**src/rtl/tfa_pkg.sv**
```systemverilog
// Shared types and constants for the TLB / FIFO-replacement address translator.
// Used by tfa_tlb_cell, tfa_frame_cell and tlb_fifo_address_translator; no dependencies.
package tfa_pkg;

  // Fixed field widths of the request and result ports
  localparam int unsigned ADDR_W      = 16;
  localparam int unsigned PHYS_W      = 14;
  localparam int unsigned FRAME_OUT_W = 6;

  // Default geometry
  localparam int unsigned TLB_DEPTH_DEF   = 128;
  localparam int unsigned FRAME_COUNT_DEF = 64;
  localparam int unsigned OFFSET_BITS_DEF = 8;

  // Control handed from the sequencer to every cell of a chain
  typedef struct packed {
    logic cmp_en;  // register the compare against the broadcast page
    logic ins_en;  // write the token holder and pass the token on
  } cell_ctrl_t;

endpackage

```
**src/rtl/tfa_tlb_cell.sv**
```systemverilog
// One TLB entry cell: valid bit, page tag, frame, and a slot of the insertion token ring.
// Depends on tfa_pkg.
module tfa_tlb_cell #(
  parameter int unsigned PAGE_W     = 8,
  parameter int unsigned FRAME_W    = 6,
  parameter bit          FIRST_CELL = 1'b0
) (
  input  logic                clk_i,
  input  logic                rst_ni,
  input  tfa_pkg::cell_ctrl_t ctrl_i,
  input  logic [PAGE_W-1:0]   page_i,
  input  logic [FRAME_W-1:0]  frame_i,
  input  logic                tok_i,
  output logic                tok_o,
  output logic                match_o,
  output logic [FRAME_W-1:0]  frame_o
);

  logic               valid_q, valid_d;
  logic               tok_q, tok_d;
  logic               match_q, match_d;
  logic [PAGE_W-1:0]  page_q, page_d;
  logic [FRAME_W-1:0] frame_q, frame_d;
  logic               wr_en;

  assign wr_en = ctrl_i.ins_en & tok_q;

  always_comb begin
    valid_d = valid_q;
    page_d  = page_q;
    frame_d = frame_q;
    tok_d   = tok_q;
    match_d = match_q;
    if (ctrl_i.cmp_en) begin
      match_d = valid_q & (page_q == page_i);
    end
    if (wr_en) begin
      valid_d = 1'b1;
      page_d  = page_i;
      frame_d = frame_i;
    end
    // advance the token one cell along the ring
    if (ctrl_i.ins_en) begin
      tok_d = tok_i;
    end
  end

  always_ff @(posedge clk_i or negedge rst_ni) begin
    if (!rst_ni) begin
      valid_q <= 1'b0;
      tok_q   <= FIRST_CELL;
      match_q <= 1'b0;
    end else begin
      valid_q <= valid_d;
      tok_q   <= tok_d;
      match_q <= match_d;
    end
  end

  always_ff @(posedge clk_i) begin
    page_q  <= page_d;
    frame_q <= frame_d;
  end

  assign tok_o   = tok_q;
  assign match_o = match_q;
  assign frame_o = frame_q;

endmodule

```
**src/rtl/tfa_frame_cell.sv**
```systemverilog
// One inverted page table cell: owner valid bit, owning page, and a slot of the
// round-robin frame token ring. Depends on tfa_pkg.
module tfa_frame_cell #(
  parameter int unsigned PAGE_W     = 8,
  parameter bit          FIRST_CELL = 1'b0
) (
  input  logic                clk_i,
  input  logic                rst_ni,
  input  tfa_pkg::cell_ctrl_t ctrl_i,
  input  logic [PAGE_W-1:0]   page_i,
  input  logic                tok_i,
  output logic                tok_o,
  output logic                match_o
);

  logic              valid_q, valid_d;
  logic              tok_q, tok_d;
  logic              match_q, match_d;
  logic [PAGE_W-1:0] page_q, page_d;

  always_comb begin
    valid_d = valid_q;
    page_d  = page_q;
    tok_d   = tok_q;
    match_d = match_q;
    if (ctrl_i.cmp_en) begin
      match_d = valid_q & (page_q == page_i);
    end
    // claim this frame for the page and hand the token on
    if (ctrl_i.ins_en) begin
      tok_d = tok_i;
      if (tok_q) begin
        valid_d = 1'b1;
        page_d  = page_i;
      end
    end
  end

  always_ff @(posedge clk_i or negedge rst_ni) begin
    if (!rst_ni) begin
      valid_q <= 1'b0;
      tok_q   <= FIRST_CELL;
      match_q <= 1'b0;
    end else begin
      valid_q <= valid_d;
      tok_q   <= tok_d;
      match_q <= match_d;
    end
  end

  always_ff @(posedge clk_i) begin
    page_q <= page_d;
  end

  assign tok_o   = tok_q;
  assign match_o = match_q;

endmodule

```
**src/rtl/tlb_fifo_address_translator.sv**
```systemverilog
// Top level: TLB with FIFO page replacement, built from two rows of cells and a sequencer.
// Depends on tfa_pkg, tfa_tlb_cell and tfa_frame_cell.
//
//   channel | direction | handshake                  | payload
//   --------+-----------+----------------------------+---------------------------------------
//   request | in        | in_valid_i / in_stall_o    | logical_addr_i[15:0]
//   result  | out       | out_valid_o / out_stall_i  | phys_addr_o, tlb_hit_o, page_fault_o,
//           |           |                            | frame_used_o
//
// Each request goes through these steps in order: accept and register the address, compare
// the page in every TLB cell and every frame cell at once (match bits registered in the
// cells), then pick the lowest matching cell, write back the insertion and load the result
// register. The next request is accepted the cycle after the write-back, so the block takes
// one request at a time; a new one can enter while the previous result waits in the output register.
// Reset clears all valid bits and sets both insertion tokens to cell 0; no clearing pass.
// A stalled result holds the write-back step until the output register is free.
module tlb_fifo_address_translator #(
  parameter int unsigned TLB_DEPTH   = tfa_pkg::TLB_DEPTH_DEF,
  parameter int unsigned FRAME_COUNT = tfa_pkg::FRAME_COUNT_DEF,
  parameter int unsigned OFFSET_BITS = tfa_pkg::OFFSET_BITS_DEF
) (
  input  logic                            clk_i,
  input  logic                            rst_ni,
  input  logic                            in_valid_i,
  output logic                            in_stall_o,
  input  logic [tfa_pkg::ADDR_W-1:0]      logical_addr_i,
  output logic                            out_valid_o,
  input  logic                            out_stall_i,
  output logic [tfa_pkg::PHYS_W-1:0]      phys_addr_o,
  output logic                            tlb_hit_o,
  output logic                            page_fault_o,
  output logic [tfa_pkg::FRAME_OUT_W-1:0] frame_used_o
);

  // Page field is the address above the offset; keep at least one bit so that a
  // full-width offset still elaborates (the page is then always zero).
  localparam int unsigned RAW_PAGE_W = tfa_pkg::ADDR_W - OFFSET_BITS;
  localparam int unsigned PAGE_W     = (RAW_PAGE_W > 0) ? RAW_PAGE_W : 1;
  localparam int unsigned FRAME_W    = (FRAME_COUNT > 1) ? $clog2(FRAME_COUNT) : 1;
  localparam int unsigned PF_W       = FRAME_W + OFFSET_BITS;

  // Sequencer states
  localparam logic [1:0] ST_IDLE    = 2'd0;
  localparam logic [1:0] ST_LOOKUP  = 2'd1;
  localparam logic [1:0] ST_RESOLVE = 2'd2;

  logic [1:0] state_q, state_d;

  logic [PAGE_W-1:0]      page_q;
  logic [OFFSET_BITS-1:0] offset_q;
  logic [tfa_pkg::ADDR_W-1:0] addr_shift;

  logic                   in_accept;
  logic                   resolve_go;

  tfa_pkg::cell_ctrl_t    tlb_ctrl, frm_ctrl;

  // Cell row signals
  logic [TLB_DEPTH-1:0]   tlb_tok;
  logic [TLB_DEPTH-1:0]   tlb_match;
  logic [TLB_DEPTH-1:0]   tlb_first;
  logic [FRAME_W-1:0]     tlb_frame [TLB_DEPTH];
  logic [FRAME_COUNT-1:0] frm_tok;
  logic [FRAME_COUNT-1:0] frm_match;
  logic [FRAME_COUNT-1:0] frm_first;

  logic                   hit, own_hit;
  logic [FRAME_W-1:0]     hit_frame, own_frame, new_frame, res_frame;

  logic [PF_W+tfa_pkg::PHYS_W-1:0]      phys_wide;
  logic [FRAME_W+tfa_pkg::FRAME_OUT_W-1:0] frame_wide;

  logic                            out_valid_q, out_valid_d;
  logic [tfa_pkg::PHYS_W-1:0]      phys_q;
  logic                            hit_q, fault_q;
  logic [tfa_pkg::FRAME_OUT_W-1:0] frame_out_q;

  // ---------------------------------------------------------------------------
  // Request capture
  // ---------------------------------------------------------------------------
  assign in_stall_o = (state_q != ST_IDLE);
  assign in_accept  = in_valid_i & ~in_stall_o;
  assign addr_shift = logical_addr_i >> OFFSET_BITS;

  always_ff @(posedge clk_i) begin
    if (in_accept) begin
      page_q   <= addr_shift[PAGE_W-1:0];
      offset_q <= logical_addr_i[OFFSET_BITS-1:0];
    end
  end

  // Write-back may proceed only when the output register is free or drains now
  assign resolve_go = (state_q == ST_RESOLVE) & (~out_valid_q | ~out_stall_i);

  always_comb begin
    state_d = state_q;
    unique case (state_q)
      ST_IDLE:    if (in_accept) state_d = ST_LOOKUP;
      ST_LOOKUP:  state_d = ST_RESOLVE;
      ST_RESOLVE: if (resolve_go) state_d = ST_IDLE;
      default:    state_d = ST_IDLE;
    endcase
  end

  // ---------------------------------------------------------------------------
  // Cell rows: compare in LOOKUP, insert in RESOLVE
  // ---------------------------------------------------------------------------
  assign tlb_ctrl.cmp_en = (state_q == ST_LOOKUP);
  assign tlb_ctrl.ins_en = resolve_go & ~hit;
  assign frm_ctrl.cmp_en = (state_q == ST_LOOKUP);
  assign frm_ctrl.ins_en = resolve_go & ~hit & ~own_hit;

  for (genvar gi = 0; gi < TLB_DEPTH; gi++) begin : g_tlb
    tfa_tlb_cell #(
      .PAGE_W    (PAGE_W),
      .FRAME_W   (FRAME_W),
      .FIRST_CELL(gi == 0)
    ) u_cell (
      .clk_i  (clk_i),
      .rst_ni (rst_ni),
      .ctrl_i (tlb_ctrl),
      .page_i (page_q),
      .frame_i(res_frame),
      .tok_i  (tlb_tok[(gi + TLB_DEPTH - 1) % TLB_DEPTH]),
      .tok_o  (tlb_tok[gi]),
      .match_o(tlb_match[gi]),
      .frame_o(tlb_frame[gi])
    );
  end

  for (genvar gf = 0; gf < FRAME_COUNT; gf++) begin : g_frm
    tfa_frame_cell #(
      .PAGE_W    (PAGE_W),
      .FIRST_CELL(gf == 0)
    ) u_cell (
      .clk_i  (clk_i),
      .rst_ni (rst_ni),
      .ctrl_i (frm_ctrl),
      .page_i (page_q),
      .tok_i  (frm_tok[(gf + FRAME_COUNT - 1) % FRAME_COUNT]),
      .tok_o  (frm_tok[gf]),
      .match_o(frm_match[gf])
    );
  end

  // ---------------------------------------------------------------------------
  // Lowest-index match: isolate the lowest set bit, then gather by one-hot OR
  // ---------------------------------------------------------------------------
  assign tlb_first = tlb_match & (~tlb_match + TLB_DEPTH'(1));
  assign frm_first = frm_match & (~frm_match + FRAME_COUNT'(1));
  assign hit       = |tlb_match;
  assign own_hit   = |frm_match;

  always_comb begin
    hit_frame = '0;
    for (int i = 0; i < TLB_DEPTH; i++) begin
      hit_frame = hit_frame | ({FRAME_W{tlb_first[i]}} & tlb_frame[i]);
    end
  end

  always_comb begin
    own_frame = '0;
    new_frame = '0;
    for (int i = 0; i < FRAME_COUNT; i++) begin
      own_frame = own_frame | ({FRAME_W{frm_first[i]}} & FRAME_W'(i));
      new_frame = new_frame | ({FRAME_W{frm_tok[i]}} & FRAME_W'(i));
    end
  end

  // Hit: frame from the TLB (may be stale after reuse). Miss: owner, else new frame.
  always_comb begin
    priority if (hit) begin
      res_frame = hit_frame;
    end else if (own_hit) begin
      res_frame = own_frame;
    end else begin
      res_frame = new_frame;
    end
  end

  assign phys_wide  = {{tfa_pkg::PHYS_W{1'b0}}, res_frame, offset_q};
  assign frame_wide = {{tfa_pkg::FRAME_OUT_W{1'b0}}, res_frame};

  // ---------------------------------------------------------------------------
  // Result register
  // ---------------------------------------------------------------------------
  always_comb begin
    out_valid_d = out_valid_q;
    if (resolve_go) begin
      out_valid_d = 1'b1;
    end else if (~out_stall_i) begin
      out_valid_d = 1'b0;
    end
  end

  always_ff @(posedge clk_i or negedge rst_ni) begin
    if (!rst_ni) begin
      state_q     <= ST_IDLE;
      out_valid_q <= 1'b0;
    end else begin
      state_q     <= state_d;
      out_valid_q <= out_valid_d;
    end
  end

  always_ff @(posedge clk_i) begin
    if (resolve_go) begin
      phys_q      <= phys_wide[tfa_pkg::PHYS_W-1:0];
      hit_q       <= hit;
      fault_q     <= ~hit & ~own_hit;
      frame_out_q <= frame_wide[tfa_pkg::FRAME_OUT_W-1:0];
    end
  end

  assign out_valid_o  = out_valid_q;
  assign phys_addr_o  = phys_q;
  assign tlb_hit_o    = hit_q;
  assign page_fault_o = fault_q;
  assign frame_used_o = frame_out_q;

  // ---------------------------------------------------------------------------
  // Assertions
  // ---------------------------------------------------------------------------
  a_tlb_tok_onehot: assert property (@(posedge clk_i) disable iff (!rst_ni)
    $onehot(tlb_tok))
    else $error("TLB insertion token lost or duplicated");

  a_frm_tok_onehot: assert property (@(posedge clk_i) disable iff (!rst_ni)
    $onehot(frm_tok))
    else $error("frame replacement token lost or duplicated");

  a_fault_not_hit: assert property (@(posedge clk_i) disable iff (!rst_ni)
    out_valid_q |-> !(fault_q && hit_q))
    else $error("result flags both a TLB hit and a page fault");

  a_result_after_resolve: assert property (@(posedge clk_i) disable iff (!rst_ni)
    $rose(out_valid_q) |-> $past(state_q == ST_RESOLVE))
    else $error("result appeared without a write-back step");

  a_frame_tok_moves_on_fault: assert property (@(posedge clk_i) disable iff (!rst_ni)
    frm_ctrl.ins_en |=> (frm_tok != $past(frm_tok)) || (FRAME_COUNT == 1))
    else $error("frame token did not advance on a page fault");

endmodule
```
**config.mk**
```make
export PLATFORM = sky130hd
export DESIGN_NAME = tlb_fifo_address_translator
export DESIGN_NICKNAME = d
export VERILOG_FILES = /design/src/rtl/tfa_pkg.sv /design/src/rtl/tfa_tlb_cell.sv /design/src/rtl/tfa_frame_cell.sv /design/src/rtl/tlb_fifo_address_translator.sv
export SDC_FILE = /design/constraint.sdc
export NUM_CORES = 2
export LEC_CHECK = 0
export BUFFER_PORTS_ARGS = -buffer_cell sky130_fd_sc_hd__buf_2
export CELL_PAD_IN_SITES_DETAIL_PLACEMENT = 1
export CELL_PAD_IN_SITES_GLOBAL_PLACEMENT = 1
export CORE_AREA = 4 4 491 493
export DETAILED_ROUTE_END_ITERATION = 16
export DIE_AREA = 0 0 495 497
export PLACE_DENSITY = 0.82
export SLEW_MARGIN = 20
export SYNTH_ARGS = -nofsm -noshare
export SYNTH_HDL_FRONTEND = slang
export SYNTH_SLANG_ARGS = --single-unit
export TNS_END_PERCENT = 30
```
**constraint.sdc**
```tcl
create_clock -name clk_i -period 22.1 [get_ports clk_i]
set_input_delay 6.63 -clock clk_i [delete_from_list [all_inputs] [get_ports clk_i]]
set_output_delay 6.63 -clock clk_i [all_outputs]
set_load 0.05 [all_outputs]
```
# Word level (Yosys, flattened, before mapping)
# Cells that the tools add are included.
totals:
  output_inout_bits: 24
  input_bits: 20
  word_cells: 1893
  register_bits: 2921
classes:
  mux: 7
  eq_ne: 197
  reduce_logical: 69
  bitwise_logic: 714
  add_sub_neg: 2
ops:
  columns: ["operator", "count"]
  rows:
  - ["8-bit == test", 192]
  - ["6-bit OR", 189]
  - ["6-bit bitwise AND", 128]
  - ["1-bit bitwise AND", 325]
  - ["5-bit OR", 30]
  - ["2-bit AND reduction", 65]
  - ["128-bit by 1-bit adder with 128-bit output, second input constant", 1]
  - ["128-bit bitwise AND", 1]
  - ["128-bit NOT", 1]
  - ["128-bit OR reduction", 1]
  - ["64-bit by 1-bit adder with 64-bit output, second input constant", 1]
  - ["64-bit bitwise AND", 1]
  - ["64-bit NOT", 1]
  - ["64-bit OR reduction", 1]
  - ["4-bit OR", 14]
  - ["3-bit OR", 6]
  - ["6-bit 2-to-1 mux", 2]
  - ["5-bit by 6-bit OR with 6-bit output", 2]
  - ["4-bit by 5-bit OR with 5-bit output", 2]
  - ["3-bit by 4-bit OR with 4-bit output", 2]
  - ["2-bit by 3-bit OR with 3-bit output", 2]
  - ["2-bit one-hot mux with 3 select lines", 1]
  - ["1-bit NOT", 5]
  - ["2-bit 2-to-1 mux", 2]
  - ["10 further kinds", 14]

# Logic depth before layout (Yosys ltp)
depth:
  word_depth: 132
  ltp_mapped: 14
  ltp_nobuf: 10

# By module
# From an unflattened synthesis, not the netlist that was laid out.
unflattened:
  hier_cells: 7626
  area_unflattened_um2: 119941.3
by_module_without_submodules:
  columns: ["mod", "area_each_um2", "seq_area_each_um2", "instances", "cells_each"]
  rows:
  - ["tfa_tlb_cell (g_tlb[100].u_cell ...)", 625.6, 495.5, 127, 33]
  - ["tfa_frame_cell (g_frm[10].u_cell ...)", 445.4, 315.3, 63, 27]
  - ["tlb_fifo_address_translator", 11354.6, 1036.0, 1, 1674]
  - ["tfa_tlb_cell (g_tlb[0].u_cell)", 626.9, 496.7, 1, 33]
  - ["tfa_frame_cell (g_frm[0].u_cell)", 446.7, 316.6, 1, 27]

# Worst setup path after synthesis
# Ideal clock, no wire load.
synth_path:
  path_kind: "input to register"
  startpoint: "input port out_stall_i"
  endpoint: "register g_tlb[107].u_cell.frame_q[0] (enable)"
  slack_ps: 13629
  path_stages: 3
  arrival_ps: 8098
  required_ps: 21727
  path_buffers: 1
  setup_ps: 373
  path_cell_list: "a21oi_1 clkbuf_1 and3_1"
synth_between:
  elab_chain_cells: 5
synth_rtl:
  columns: ["item", "line", "rtl"]
  rows:
  - ["start: declaration", "tlb_fifo_address_translator.sv:28", "input logic out_stall_i,"]
  - ["1-bit NOT", null, null]
  - ["1-bit OR", "tlb_fifo_address_translator.sv:93", "assign resolve_go = (state_q == ST_RESOLVE) & (~out_valid_q | ~out_stall_i);"]
  - ["1-bit bitwise AND", "tlb_fifo_address_translator.sv:93", null]
  - ["1-bit bitwise AND", "tlb_fifo_address_translator.sv:109", "assign tlb_ctrl.ins_en = resolve_go & ~hit;"]
  - ["1-bit bitwise AND", "tfa_tlb_cell.sv:26", "assign wr_en = ctrl_i.ins_en & tok_q;"]
  - ["named net g_tlb[107].u_cell.wr_en", "tfa_tlb_cell.sv:24", "logic wr_en;"]
  - ["end signal: assignment", "tfa_tlb_cell.sv:62", "frame_q <= frame_d;"]
  - ["end: declaration", "tfa_tlb_cell.sv:23", "logic [FRAME_W-1:0] frame_q, frame_d;"]
# The timed path passes the listed nets, and every way through them passes these cells.
# A chain may end at the register's enable or synchronous reset.

# Final worst setup path
layout_path:
  startpoint: "input port out_stall_i"
  endpoint: "register g_frm[28].u_cell.page_q[5] (enable)"
layout_between:
  elab_chain_cells: 6
layout_rtl:
  columns: ["item", "line", "rtl"]
  rows:
  - ["1-bit NOT", null, null]
  - ["1-bit OR", "tlb_fifo_address_translator.sv:93", null]
  - ["1-bit bitwise AND", "tlb_fifo_address_translator.sv:93", null]
  - ["1-bit bitwise AND (2 in series)", "tlb_fifo_address_translator.sv:111", "assign frm_ctrl.ins_en = resolve_go & ~hit & ~own_hit;"]
  - ["2-bit AND reduction (no line)", null, null]
  - ["end signal: assignment", "tfa_frame_cell.sv:52", "page_q <= page_d;"]
  - ["end: declaration", "tfa_frame_cell.sv:19", "logic [PAGE_W-1:0] page_q, page_d;"]
# No other way between the ends.

==> qor.yml <==
timing:
  clock_skew_ns: 0.100
  min_period_over_period: 0.424
  rsz0062_at_grt: "no"
  finalWorstSetupSlack_ns: 12.73
  slew_headroom: 0.131
  max_freq_ghz: 0.107
  setup_viol: 0
  setup-tns-final_ns: 0
  finalMaxSlewViolations: 0
  min_period_ns: 9.37
  hold_viol_final: 0
  max_slew.worst_pin.slew_ns: 1.30
synthesis:
  syn_nets: 7759
  synth_top_area_cell: "edfxtp_1"
  ys_ff_latch: 2915
  synth-async-reset-ratio: 0.199
  yosysTopAreaCellShare: 0.596
  synth_cell_types: 84
  ys.flop_type: "edfxtp_1"
  synth-edff-count: 2336
  synthCells: 7739
  netlist_area_um2: 118000
  seq_area_frac_synth: 0.719
  synthTopCellsByArea: "edfxtp_1 60%, dfrtp_1 12%, xor2_1 10%"
  synth.avg_cell_area_um2: 15.2
  synth_most_common_cell: "edfxtp_1"
  synth.top_cells.by_count: "2336 x edfxtp_1, 1344 x xor2_1, 577 x dfrtp_1"
  synth-warning-count: 0
setup_path:
  crit_arrival_ns: 9.92
  timing.rr.start: "g_tlb[36].u_cell.match_o$_DFFE_PN0N_"
  critPathCaptureType: "register"
  start_kind: "input pin"
  r2r_end: "g_tlb[23].u_cell.frame_o[2]$_DFFE_PP_"
  reg2reg_depth: 11
  rrSetupSlack_ns: 14.55
  crit_fanout: 79
  worstSetupPathType: "input pin to register"
  cp.required_ns: 22.65
place:
  gp_congestion: 1.01
  dp_slack_ns: 11.86
  io_buffers: 43
  place_area_um2: 122000
  hpwl_um: 237000
hold_path:
  hold_end: "phys_addr_o[1]$_DFFE_PP_"
  min_from: "offset_q[1]$_DFFE_PP_"
  hold_depth: 0
  hold_path_class: "register to register"
clock_tree:
  clock_path_buffers: 4
  clockRootBuffer: "clkbuf_16"
  cts_max_level: 5
  clk_latency_ns: 0.98
  cts_setup_buffers: 0
  clkTransAtPathRegs_ns: 0.06
  cts_made_buffers: 308
  cts_hold_buffers: 0
  clock-sinks: 2915
  cts_tree: "yes"
  cts_resized: 0
detailed_routing:
  drt_iter0_markers: 10000
  drt_first_pass_iters: 9
  vias_per_cell: 6.48
  vias: 73400
  drc: 0
  wl_per_cell_um: 33.9
  wirelength_um: 385000
  drtAntennaViolNets: 0
finish:
  syn_to_final_growth_pct: 12.3
  fin_area_um2: 132000
  drive_gt1_frac: 0.0984
  nets: 7942
run_status:
  status: "finished clean"
power_and_ir_drop:
  leakage_nw: 51.2
  power_density_nw_per_um2: 91.9
  vdd_drop_max_mv: 0.111
global_routing:
  grt_max_degree: 145
  antenna_found_initial: 21
  grt-ovfl-total: 0
  grt_use_total: 0.308
  grt_pass1_wl_um: 555000
  grt_pass1_vias: 76200
flow_run:
  drv_cap: 0
floorplanning:
  die_h_um: 497
  fp.coreArea_um2: 237000
  initial_core_util: 0.497
  boundaryPins: 44
  fp.dieW_um: 495
  rows: 179
  die_area_um2: 246000
[registers in the layout, summed over array words and instances, names as in the netlist, 128 cells and up]
register / flops
g_tlb.u_cell.page_q: 1024
g_frm.u_cell.page_q: 512
g_tlb.u_cell.tok_o: 128
g_tlb.u_cell.match_o: 128
g_tlb.u_cell.valid_q: 128
g_tlb.u_cell.frame_o: 768
[placed cells by master, fill, tap and decap left out, types with 136 or more instances in the layout]
master,count
and3_1,192
nand4_1,280
xnor2_1,192
dfrtp_1,577
edfxtp_1,2336
buf_4,172
nand2_1,316
o21ai_0,220
or2_1,136
xor2_1,1344
nor4_1,291
clkbuf_16,314
nor3_1,274
[where the power goes]
part | internal, mW | total [mW] | switching, mW
Sequential | 5.99 | 6.00 | 0.00768
Combinational | 0.213 | 0.933 | 0.720
Clock | 3.04 | 5.21 | 2.17
[kinds of logic (layout without fill, tap and decap cells)]
group | count (synthesis) | in the layout | synth area share
DFF | 2915 | 2915 | 0.719
and+or+nand+nor | 2037 | 2037 | 0.0985
xor gates and xnor gates | 1536 | 1536 | 0.114
AOI/OAI and AO/OA | 795 | 795 | 0.0483
buffers and inverters | 392 | 811 | 0.0138
muxes | 64 | 64 | 0.00612
other | 0 | 12 | 0
[metrics by stage]
stage	power (mW)	instances	hold WS (ns)	utilization
6_report	12.1	11300	0.426	0.558
5_1_grt	12.5	11300	0.434	0.558
4_1_cts	12.2	11300	0.427	0.558
3_5_place_dp	7.03	10800	0.412	0.515
3_3_place_gp	6.97	10800	0.402	0.515
2_1_floorplan	6.71	7739	0.400	-
[final cells by class]
cell class,instances,area (um^2)
flip-flops and latches,2915,84600
well taps,3167,3960
clock inverters,130,1410
multi-input cells,4432,31600
clock buffers,416,8590
inverters,37,139
repair buffers,228,1780
fillers,22000,105000
diodes,12,30.0
[worst max-delay path by stage]
stage	startpoint	endpoint	slack [ns]	cells after the start
global placement	out_stall_i	g_frm[31].u_cell.page_q[0]$_DFFE_PP_	11.92	7
global route	out_stall_i	g_frm[28].u_cell.page_q[2]$_DFFE_PP_	12.66	7
detailed placement	out_stall_i	g_frm[28].u_cell.page_q[5]$_DFFE_PP_	11.86	7
finish	out_stall_i	g_frm[28].u_cell.page_q[5]$_DFFE_PP_	12.73	7
floorplan	out_stall_i	g_tlb[107].u_cell.frame_o[0]$_DFFE_PP_	13.63	3
CTS	out_stall_i	g_frm[28].u_cell.page_q[5]$_DFFE_PP_	12.76	7
[worst max-delay path: stages]
cell and delay [ns]:
buf_2 0.14, a21oi_4 0.28, nand2_8 0.53, nor2_4 0.24
buf_4 0.67, buf_4 0.83, and2_1 0.48
[routing by layer]
layer,routed length (um),up-vias,GRT usage,part of all wire
met1,143000,38100,0.405,0.37
met5,136,-,0,0.00035
met3,42700,1135,0.0848,0.11
met4,21700,20,0.146,0.056
met2,177000,4681,0.477,0.46
li1,-,29500,-,-
(Power assumes the default switching activity.)
